[src/rtl/assert_macros.svh]
// Assertion helpers shared by the RTL
`ifndef ASSERT_MACROS_SVH
`define ASSERT_MACROS_SVH

// Implication checked on every clock edge outside reset
`define ASSERT_IMPL(label, clk, rst, prop, msg) \
   label: assert property (@(posedge clk) disable iff (rst) (prop)) else $error(msg);

// Implication checked on every clock edge, reset included
`define ASSERT_ALWAYS(label, clk, prop, msg) \
   label: assert property (@(posedge clk) (prop)) else $error(msg);

`endif

[src/rtl/rrm_pkg.sv]
// ----------------------------------------------------------------------------
// rrm_pkg
// Types and constants for the rational reduction unit.
// ----------------------------------------------------------------------------
package rrm_pkg;

   localparam int unsigned DATA_W = 32;
   localparam int unsigned DEN_W  = 31;

   typedef struct packed {
      logic signed [31:0] numerator;
      logic signed [31:0] denominator;
   } req_type;

   typedef struct packed {
      logic signed [31:0] reduced_numerator;
      logic        [30:0] reduced_denominator;
      logic signed [31:0] whole_part;
      logic signed [31:0] fraction_remainder;
      logic               zero_denominator;
   } rsp_type;

   // divider operand select
   typedef enum logic [1:0] {
      DSEL_GCD   = 2'd0,  // a % b, Euclid step
      DSEL_NUM   = 2'd1,  // |n| / g
      DSEL_DEN   = 2'd2,  // |d| / g
      DSEL_WHOLE = 2'd3   // |rn| / rd
   } dsel_type;

   typedef struct packed {
      logic     load;       // capture request operands
      logic     div_start;  // launch a division
      dsel_type dsel;       // operands of that division
      logic     div_store;  // store the finished division
      logic     done;       // drive the result strobe
   } cmd_type;

   typedef struct packed {
      logic zero_den;
      logic b_zero;
      logic div_done;
   } sts_type;

endpackage

[src/rtl/rational_reduce_mixed_unit.sv]
// ----------------------------------------------------------------------------
// rational_reduce_mixed_unit
// Reduces a signed fraction by its gcd and gives the mixed-form split.
// ----------------------------------------------------------------------------
// Sequence: load, then one division per Euclid step (at most about 46 steps),
//   then the numerator, denominator and whole-part divisions; a zero
//   denominator skips all divisions. All run on the single shared restoring divider.
// Throughput: one request at a time; busy stays high until the strobe.
// Results: rsp_valid high for one cycle; the receiver cannot stall.
// Reset: synchronous, active high; returns the sequencer to idle.
module rational_reduce_mixed_unit (
   input  logic             clock,
   input  logic             reset,
   input  logic             start,
   output logic             busy,
   input  rrm_pkg::req_type req_data,
   output logic             rsp_valid,
   output rrm_pkg::rsp_type rsp_data
);

   rrm_pkg::cmd_type cmd;
   rrm_pkg::sts_type sts;

   rrm_control u_ctrl (
      .clock     (clock),
      .reset     (reset),
      .start     (start),
      .busy      (busy),
      .rsp_valid (rsp_valid),
      .sts       (sts),
      .cmd       (cmd)
   );

   rrm_datapath u_dp (
      .clock    (clock),
      .reset    (reset),
      .req_data (req_data),
      .cmd      (cmd),
      .sts      (sts),
      .rsp_data (rsp_data)
   );

endmodule

[src/rtl/rrm_datapath.sv]
// ----------------------------------------------------------------------------
// rrm_datapath
// Operand registers and a shared restoring divider, one quotient bit a cycle.
// ----------------------------------------------------------------------------
`include "assert_macros.svh"

module rrm_datapath (
   input  logic             clock,
   input  logic             reset,
   input  rrm_pkg::req_type req_data,
   input  rrm_pkg::cmd_type cmd,
   output rrm_pkg::sts_type sts,
   output rrm_pkg::rsp_type rsp_data
);

   localparam int unsigned W  = rrm_pkg::DATA_W;
   localparam int unsigned CW = $clog2(W + 1);

   logic          neg_ff, neg_in;      // sign of result numerator
   logic          zden_ff, zden_in;
   logic [W-1:0]  mag_ff, mag_in;      // |n| after sign move
   logic [W-1:0]  den_ff, den_in;      // |d|
   logic [W-1:0]  ga_ff, ga_in;        // Euclid a
   logic [W-1:0]  gb_ff, gb_in;        // Euclid b
   logic [W-1:0]  rnm_ff, rnm_in;      // |rn|
   logic [W-1:0]  rd_ff, rd_in;
   logic [W-1:0]  wq_ff, wq_in;        // |whole|
   logic [W-1:0]  wr_ff, wr_in;        // |rem|

   // divider
   logic [W-1:0]  q_ff, q_in;
   logic [W-1:0]  r_ff, r_in;
   logic [W-1:0]  dv_ff, dv_in;
   logic [CW-1:0] cnt_ff, cnt_in;
   logic          run_ff, run_in;
   logic          fin_ff, fin_in;

   logic [W-1:0]  dvd_sel, dvs_sel;
   logic [W:0]    trial;
   logic [W:0]    shifted;

   logic [W-1:0]  n_abs, d_abs;

   always_comb begin
      n_abs = req_data.numerator[W-1]   ? (~req_data.numerator + 1'b1)
                                        : req_data.numerator;
      d_abs = req_data.denominator[W-1] ? (~req_data.denominator + 1'b1)
                                        : req_data.denominator;
   end

   always_comb begin
      case (cmd.dsel)
         rrm_pkg::DSEL_GCD: begin
            dvd_sel = ga_ff;  dvs_sel = gb_ff;
         end
         rrm_pkg::DSEL_NUM: begin
            dvd_sel = mag_ff; dvs_sel = ga_ff;
         end
         rrm_pkg::DSEL_DEN: begin
            dvd_sel = den_ff; dvs_sel = ga_ff;
         end
         rrm_pkg::DSEL_WHOLE: begin
            dvd_sel = rnm_ff; dvs_sel = rd_ff;
         end
         default: begin
            dvd_sel = ga_ff;  dvs_sel = gb_ff;
         end
      endcase
   end

   always_comb begin
      shifted = {r_ff, q_ff[W-1]};
      trial   = shifted - {1'b0, dv_ff};
      q_in    = q_ff;
      r_in    = r_ff;
      dv_in   = dv_ff;
      cnt_in  = cnt_ff;
      run_in  = run_ff;
      fin_in  = 1'b0;
      if (cmd.div_start) begin
         q_in   = dvd_sel;
         r_in   = '0;
         dv_in  = dvs_sel;
         cnt_in = CW'(W);
         run_in = 1'b1;
      end else if (run_ff) begin
         if (!trial[W]) begin
            r_in = trial[W-1:0];
            q_in = {q_ff[W-2:0], 1'b1};
         end else begin
            r_in = shifted[W-1:0];
            q_in = {q_ff[W-2:0], 1'b0};
         end
         cnt_in = cnt_ff - 1'b1;
         if (cnt_ff == CW'(1)) begin
            run_in = 1'b0;
            fin_in = 1'b1;
         end
      end
   end

   always_comb begin
      neg_in  = neg_ff;
      zden_in = zden_ff;
      mag_in  = mag_ff;
      den_in  = den_ff;
      ga_in   = ga_ff;
      gb_in   = gb_ff;
      rnm_in  = rnm_ff;
      rd_in   = rd_ff;
      wq_in   = wq_ff;
      wr_in   = wr_ff;
      if (cmd.load) begin
         zden_in = (req_data.denominator == '0);
         neg_in  = req_data.numerator[W-1] ^ req_data.denominator[W-1];
         mag_in  = n_abs;
         den_in  = d_abs;
         ga_in   = n_abs;
         gb_in   = d_abs;
      end else if (cmd.div_store) begin
         case (cmd.dsel)
            rrm_pkg::DSEL_GCD: begin
               ga_in = gb_ff;
               gb_in = r_ff;
            end
            rrm_pkg::DSEL_NUM:   rnm_in = q_ff;
            rrm_pkg::DSEL_DEN:   rd_in  = q_ff;
            rrm_pkg::DSEL_WHOLE: begin
               wq_in = q_ff;
               wr_in = r_ff;
            end
            default: ;
         endcase
      end
   end

   always_ff @(posedge clock) begin
      if (reset) begin
         run_ff <= 1'b0;
         fin_ff <= 1'b0;
         cnt_ff <= '0;
      end else begin
         run_ff <= run_in;
         fin_ff <= fin_in;
         cnt_ff <= cnt_in;
      end
      q_ff    <= q_in;
      r_ff    <= r_in;
      dv_ff   <= dv_in;
      neg_ff  <= neg_in;
      zden_ff <= zden_in;
      mag_ff  <= mag_in;
      den_ff  <= den_in;
      ga_ff   <= ga_in;
      gb_ff   <= gb_in;
      rnm_ff  <= rnm_in;
      rd_ff   <= rd_in;
      wq_ff   <= wq_in;
      wr_ff   <= wr_in;
   end

   assign sts.zero_den = zden_ff;
   assign sts.b_zero   = (gb_ff == '0);
   assign sts.div_done = fin_ff;

   // zero numerator: magnitudes are 0, so signs fall out as zero too
   always_comb begin
      if (zden_ff) begin
         rsp_data = '0;
         rsp_data.zero_denominator = 1'b1;
      end else begin
         rsp_data.reduced_numerator   = neg_ff ? (~rnm_ff + 1'b1) : rnm_ff;
         rsp_data.reduced_denominator = rd_ff[W-2:0];
         rsp_data.whole_part          = neg_ff ? (~wq_ff + 1'b1) : wq_ff;
         rsp_data.fraction_remainder  = neg_ff ? (~wr_ff + 1'b1) : wr_ff;
         rsp_data.zero_denominator    = 1'b0;
      end
   end

   `ASSERT_IMPL(a_start_idle, clock, reset, cmd.div_start |-> !run_ff,
                "divider launched while running")
   `ASSERT_IMPL(a_fin_after_run, clock, reset, fin_ff |-> $past(run_ff),
                "divider finish without a run")
   `ASSERT_IMPL(a_rem_lt_div, clock, reset, fin_ff |-> (r_ff < dv_ff),
                "remainder not below divisor")

endmodule

[src/rtl/rrm_control.sv]
// ----------------------------------------------------------------------------
// rrm_control
// Sequencer: Euclid loop, then the reducing and mixed-form divisions.
// ----------------------------------------------------------------------------
`include "assert_macros.svh"

module rrm_control (
   input  logic             clock,
   input  logic             reset,
   input  logic             start,
   output logic             busy,
   output logic             rsp_valid,
   input  rrm_pkg::sts_type sts,
   output rrm_pkg::cmd_type cmd
);

   typedef enum logic [6:0] {
      ST_IDLE  = 7'b0000001,
      ST_CHECK = 7'b0000010,
      ST_GCD   = 7'b0000100,
      ST_NUM   = 7'b0001000,
      ST_DEN   = 7'b0010000,
      ST_WHOLE = 7'b0100000,
      ST_DONE  = 7'b1000000
   } state_type;

   state_type state_ff, state_in;
   logic      issued_ff, issued_in;  // division of this state launched

   always_comb begin
      state_in      = state_ff;
      issued_in     = issued_ff;
      cmd           = '0;
      cmd.dsel      = rrm_pkg::DSEL_GCD;
      case (state_ff)
         ST_IDLE: begin
            if (start) begin
               cmd.load = 1'b1;
               state_in = ST_CHECK;
            end
         end
         ST_CHECK: begin
            issued_in = 1'b0;
            if (sts.zero_den)    state_in = ST_DONE;
            else if (sts.b_zero) state_in = ST_NUM;
            else                 state_in = ST_GCD;
         end
         ST_GCD, ST_NUM, ST_DEN, ST_WHOLE: begin
            case (state_ff)
               ST_GCD:   cmd.dsel = rrm_pkg::DSEL_GCD;
               ST_NUM:   cmd.dsel = rrm_pkg::DSEL_NUM;
               ST_DEN:   cmd.dsel = rrm_pkg::DSEL_DEN;
               default:  cmd.dsel = rrm_pkg::DSEL_WHOLE;
            endcase
            if (!issued_ff) begin
               cmd.div_start = 1'b1;
               issued_in     = 1'b1;
            end else if (sts.div_done) begin
               cmd.div_store = 1'b1;
               issued_in     = 1'b0;
               case (state_ff)
                  ST_GCD:   state_in = ST_CHECK;
                  ST_NUM:   state_in = ST_DEN;
                  ST_DEN:   state_in = ST_WHOLE;
                  default:  state_in = ST_DONE;
               endcase
            end
         end
         ST_DONE: begin
            cmd.done = 1'b1;
            state_in = ST_IDLE;
         end
         default: state_in = ST_IDLE;
      endcase
   end

   always_ff @(posedge clock) begin
      if (reset) begin
         state_ff  <= ST_IDLE;
         issued_ff <= 1'b0;
      end else begin
         state_ff  <= state_in;
         issued_ff <= issued_in;
      end
   end

   assign busy      = (state_ff != ST_IDLE);
   assign rsp_valid = cmd.done;

   `ASSERT_IMPL(a_done_once, clock, reset, rsp_valid |=> !rsp_valid,
                "result strobe longer than one cycle")
   `ASSERT_IMPL(a_load_idle, clock, reset, cmd.load |=> busy,
                "request taken without going busy")
   `ASSERT_ALWAYS(a_one_hot, clock, $onehot(state_ff) || reset,
                  "state register not one-hot")

endmodule
[config.mk]
export PLATFORM = sky130hd
export DESIGN_NAME = rational_reduce_mixed_unit
export DESIGN_NICKNAME = d
export VERILOG_FILES = /design/src/rtl/rrm_pkg.sv /design/src/rtl/rational_reduce_mixed_unit.sv /design/src/rtl/rrm_datapath.sv /design/src/rtl/rrm_control.sv
export VERILOG_INCLUDE_DIRS = /design/src /design/src/rtl
export SDC_FILE = /design/constraint.sdc
export NUM_CORES = 1
export LEC_CHECK = 0
export BUFFER_PORTS_ARGS = -buffer_cell sky130_fd_sc_hd__buf_2
export CAP_MARGIN = 25
export CORE_ASPECT_RATIO = 0.5
export CORE_MARGIN = 2
export CORE_UTILIZATION = 45
export CTS_CLUSTER_DIAMETER = 50
export DETAILED_ROUTE_END_ITERATION = 7
export GPL_TIMING_DRIVEN = 0
export REMOVE_ABC_BUFFERS = 1
export SYNTH_ARGS = -nofsm -noshare
export SYNTH_HDL_FRONTEND = slang
export SYNTH_HIERARCHICAL = 1
export SYNTH_SLANG_ARGS = --single-unit
[constraint.sdc]
create_clock -name clock -period 16.22 [get_ports clock]
set_clock_uncertainty 0.1 [all_clocks]
set_input_delay 0.811 -clock clock [delete_from_list [all_inputs] [get_ports clock]]
set_output_delay 0.811 -clock clock [all_outputs]
set_load 0.01 [all_outputs]
# Yosys cells after proc, flatten, opt, wreduce, memory -nomap -nowiden
# Index checks and enable logic that the tools add are counted.
word_totals:
  regBits: 370
  inputBits: 67
  output_inout_bits: 130
  word_cells: 107
classes:
  add_sub_neg: 7
  eq_ne: 15
  muxes: 42
  bitwise: 8
  reduce_logical: 16
ops:
  columns: ["cell", "n"]
  rows:
  - ["$mux 32", 14]
  - ["$add 32x1->32 const B", 5]
  - ["$not 32->32", 5]
  - ["$mux 128", 1]
  - ["$pmux 32 s4", 1]
  - ["$pmux 32 s3", 1]
  - ["$logic_not 32->1", 2]
  - ["$pmux 7 s3", 2]
  - ["$sub 33x32->33", 1]
  - ["$mux 7", 4]
  - ["$mux 1", 13]
  - ["$mux 6", 2]
  - ["$reduce_and 3->1", 4]
  - ["$mux 4", 2]
  - ["$reduce_bool 2->1", 4]
  - ["$eq 7x1->1 const B", 1]
  - ["$eq 7x2->1 const B", 1]
  - ["$eq 7x3->1 const B", 1]
  - ["$eq 7x4->1 const B", 1]
  - ["$eq 7x5->1 const B", 1]
  - ["$eq 7x6->1 const B", 1]
  - ["$eq 7x7->1 const B", 1]
  - ["$ne 7x1->1 const B", 1]
  - ["$eq 6x1->1 const B", 1]
  - ["14 further kinds", 18]

# Depth between registers and ports, before layout
depth:
  depth_word: 7
  depth_mapped: 13
  mapped_depth_nobuf: 11

# Hierarchy
# Netlist, hierarchy kept.
by_module_without_submodules:
  columns: ["mod", "instances", "cells_per_inst", "area_per_inst_um2", "seq_area_each_um2"]
  rows:
  - ["rrm_datapath", 1, 1816, 19812.8, 10470.0]
  - ["rrm_control", 1, 67, 535.5, 160.2]

# Worst setup path before layout
# No wires, ideal clock.
synth_timing:
  path_type: "flip-flop to flip-flop"
  startpoint: "register u_ctrl.state_ff[5]"
  endpoint: "register u_dp.ga_ff[0] (enable)"
  setup_time_ns: 0.421
  arrival_time_ns: 4.922
  t_required_ns: 15.699
  setup_slack_ns: 10.778
  path_stages_with_launch: 8
  path_buffers: 3
  synth_period_minus_slack_ns: 5.442
  cell_sequence: "dfxtp_1 -> buf_6 -> or3_4 -> nor4b_1 -> and2_1 -> buf_1 -> buf_1 -> a21o_1"
synth_rtl:
  columns: ["item", "line_no", "rtl"]
  rows:
  - ["from (decl)", "rrm_control.sv:27", "state_type state_ff, state_in;"]
  - ["from (signal assigned)", "rrm_control.sv:82", "state_ff <= state_in;"]
  - ["to (signal assigned)", "rrm_datapath.sv:154", "ga_ff <= ga_in;"]
  - ["to (decl)", "rrm_datapath.sv:23", "logic [W-1:0] ga_ff, ga_in;"]

==> impl_metrics.json <==
{
  "yosys_warnings": 6,
  "drt_wl_total_um": 56400,
  "clock_latency_ns": 0.53,
  "gr-usage-met1_pct": 34.0,
  "avgSynthCellArea_sq_um": 10.8,
  "clock_sinks": 370,
  "via_per_inst": 5.81,
  "io_buffers": 196,
  "startpoint_type": "flip-flop",
  "arrival_ns": 4.28,
  "hold_path.startpoint": "u_dp/cnt_ff[0]",
  "leakage_nw": 8.41,
  "grt_use_total_pct": 23.5,
  "coreArea_sq_um": 44900,
  "place_area_sq_um": 22200,
  "r2r_start": "u_dp/q_ff[31]",
  "post-route-min-period_ns": 5.19,
  "peakVddDrop_uv": 69.0,
  "cpPeakStageDelay_ns": 0.60,
  "path_cells": "or4_1, or4_1, or4_1, or4b_1, nand2b_1, o41ai_1, xor2_1, nor2_1, buf_2",
  "synthCells": 1882,
  "vias": 15400,
  "dp_worst_setup_slack_ns": 11.54,
  "nets": 2137,
  "worst_slack_ns": 11.03,
  "max_freq_mhz": 193,
  "met2_usage_pct": 37.9,
  "reg2reg_slack_ns": 11.43,
  "rr_endpoint": "u_dp/r_ff[23]",
  "relSlewSlack_pct": 30.0,
  "drt.antenna.violating_nets": 0,
  "cp_data_required_time_ns": 15.31,
  "start_util_pct": 45.3,
  "die-width_um": 305,
  "power_density_nw_per_um2": 129,
  "finalCritPeriodShare_pct": 32.0,
  "cts_root_buf": "clkbuf_16",
  "core.rowCount": 55,
  "htree_levels": 2,
  "maxCapViolations": 0,
  "worst_pin_slew_ns": 1.05,
  "grt_first_pass_wirelength_um": 85800,
  "dieHeight_um": 154,
  "cp_common_cell": "or4_1",
  "drcViolationCount": 0,
  "cp-end-kind": "primary output",
  "fp.dieArea_sq_um": 47000,
  "rsz0062_at_grt": "no",
  "clock_path_buffers": 3,
  "grt-ovfl-total": 0,
  "grt_max_degree": 98,
  "postCtsSetupBuffers": 0,
  "ioPinCount": 197,
  "ctsResizeCount": 0,
  "antenna_found_initial": 4,
  "dp_hpwl_um": 42000,
  "grt_pass1_vias": 14200,
  "fin_setup_tns_ns": 0,
  "setup_violations": 0,
  "area_delta_synth_final_pct": 14.3,
  "whs_path_depth": 2,
  "worstHoldPathType": "reg2reg",
  "drive_gt1_share_pct": 19.7,
  "seq_area_sq_um": 10600,
  "critPathMaxFanout": 5,
  "status": "finished clean",
  "cts_hold_buf": 0,
  "clk_pin_slew_ns": 0.07,
  "netlist_area_sq_um": 20300,
  "final_cell_mix": "edfxtp_1 (322), buf_2 (196), nor2_1 (167)",
  "r2r_cells": 11,
  "whs_ns": 0.393,
  "cts_made_buffers": 35,
  "finalHoldViolations": 0,
  "cts_tree": "built",
  "gp_congestion": 0.894,
  "final_common_cell": "edfxtp_1",
  "route.detailed.wl_per_inst_um": 21.3,
  "critical_path_class": "reg2out",
  "nFillCells": 4136,
  "drt_first_pass_iters": 5,
  "whs_endpoint": "u_dp/cnt_ff[0]",
  "multi_input_area_sq_um": 9080,
  "grt.busiest_layer": "met2",
  "crit_path_top_delay_cell": "or4b_1",
  "slew_violations": 0,
  "grt_use_met3_pct": 3.22,
  "drt_iter0_drc": 1434,
  "fin_area_sq_um": 23300
}
[per-stage QoR]
step | power, W | util (%) | cells
detailed placement | 0.00221 | 49.5 | 2587
global route | 0.00315 | 51.8 | 2649
global placement | 0.00219 | 48.2 | 2565
CTS | 0.00300 | 51.8 | 2647
finish | 0.00299 | 51.8 | 2651
floorplan | 0.00191 | - | 1771
[per-layer routing]
metal	routed length (um)	up-vias
met3	3220	74
met1	26200	7542
met5	0	-
li1	-	7352
met2	26000	431
met4	986	0
[layout make-up]
type,count,share of cell area (%)
timing repair buffer,218,6.37
clock inverter,17,0.587
multi-input combinational,1334,39.0
clock buffer,43,3.94
inverter,67,1.08
antenna,4,0.0430
sequential,370,45.7
tap,598,3.22
[how the worst max path moves through the flow]
stage,start,end,slack [ns],cells past startpoint
floorplan,u_ctrl/state_ff[2],u_dp/q_ff[0],9.50,5
global placement,u_ctrl/state_ff[2],u_dp/q_ff[31],6.32,5
detailed placement,u_dp/q_ff[31],u_dp/r_ff[23],11.54,11
CTS,u_dp/wr_ff[11],rsp_data[32],11.06,9
global route,u_dp/wr_ff[9],rsp_data[32],10.78,9
finish,u_dp/wr_ff[9],rsp_data[32],11.03,9
[sequential cells by signal (all words and copies together) (netlist names)]
signal,count
u_dp/den_ff,32
u_dp/dv_ff,32
u_dp/ga_ff,32
u_dp/gb_ff,32
u_dp/mag_ff,32
u_dp/q_ff,32
u_dp/r_ff,32
u_dp/rd_ff,32
u_dp/rnm_ff,32
u_dp/wq_ff,32
u_dp/wr_ff,32
u_ctrl/state_ff,7
u_dp/cnt_ff,6
u_ctrl/issued_ff,1
u_dp/fin_ff,1
u_dp/neg_ff,1
u_dp/run_ff,1
u_dp/zden_ff,1
[power by group]
group,switching [W],leakage (nW),internal [W]
Combinational,0.000502,4.54,0.000377
Clock,0.000368,0.515,0.000423
Sequential,0.000129,3.36,0.00119
[critical path: cells and delay by family, from the launching register on]
family,cells,cell delay [ns]
buffers and inverters,1,0.17
XOR/XNOR,1,0.18
AO/OA/AOI/OAI,1,0.50
AND/OR/NAND/NOR,6,2.42
flip-flops,1,0.47
Power figures use the tool's default switching activity.
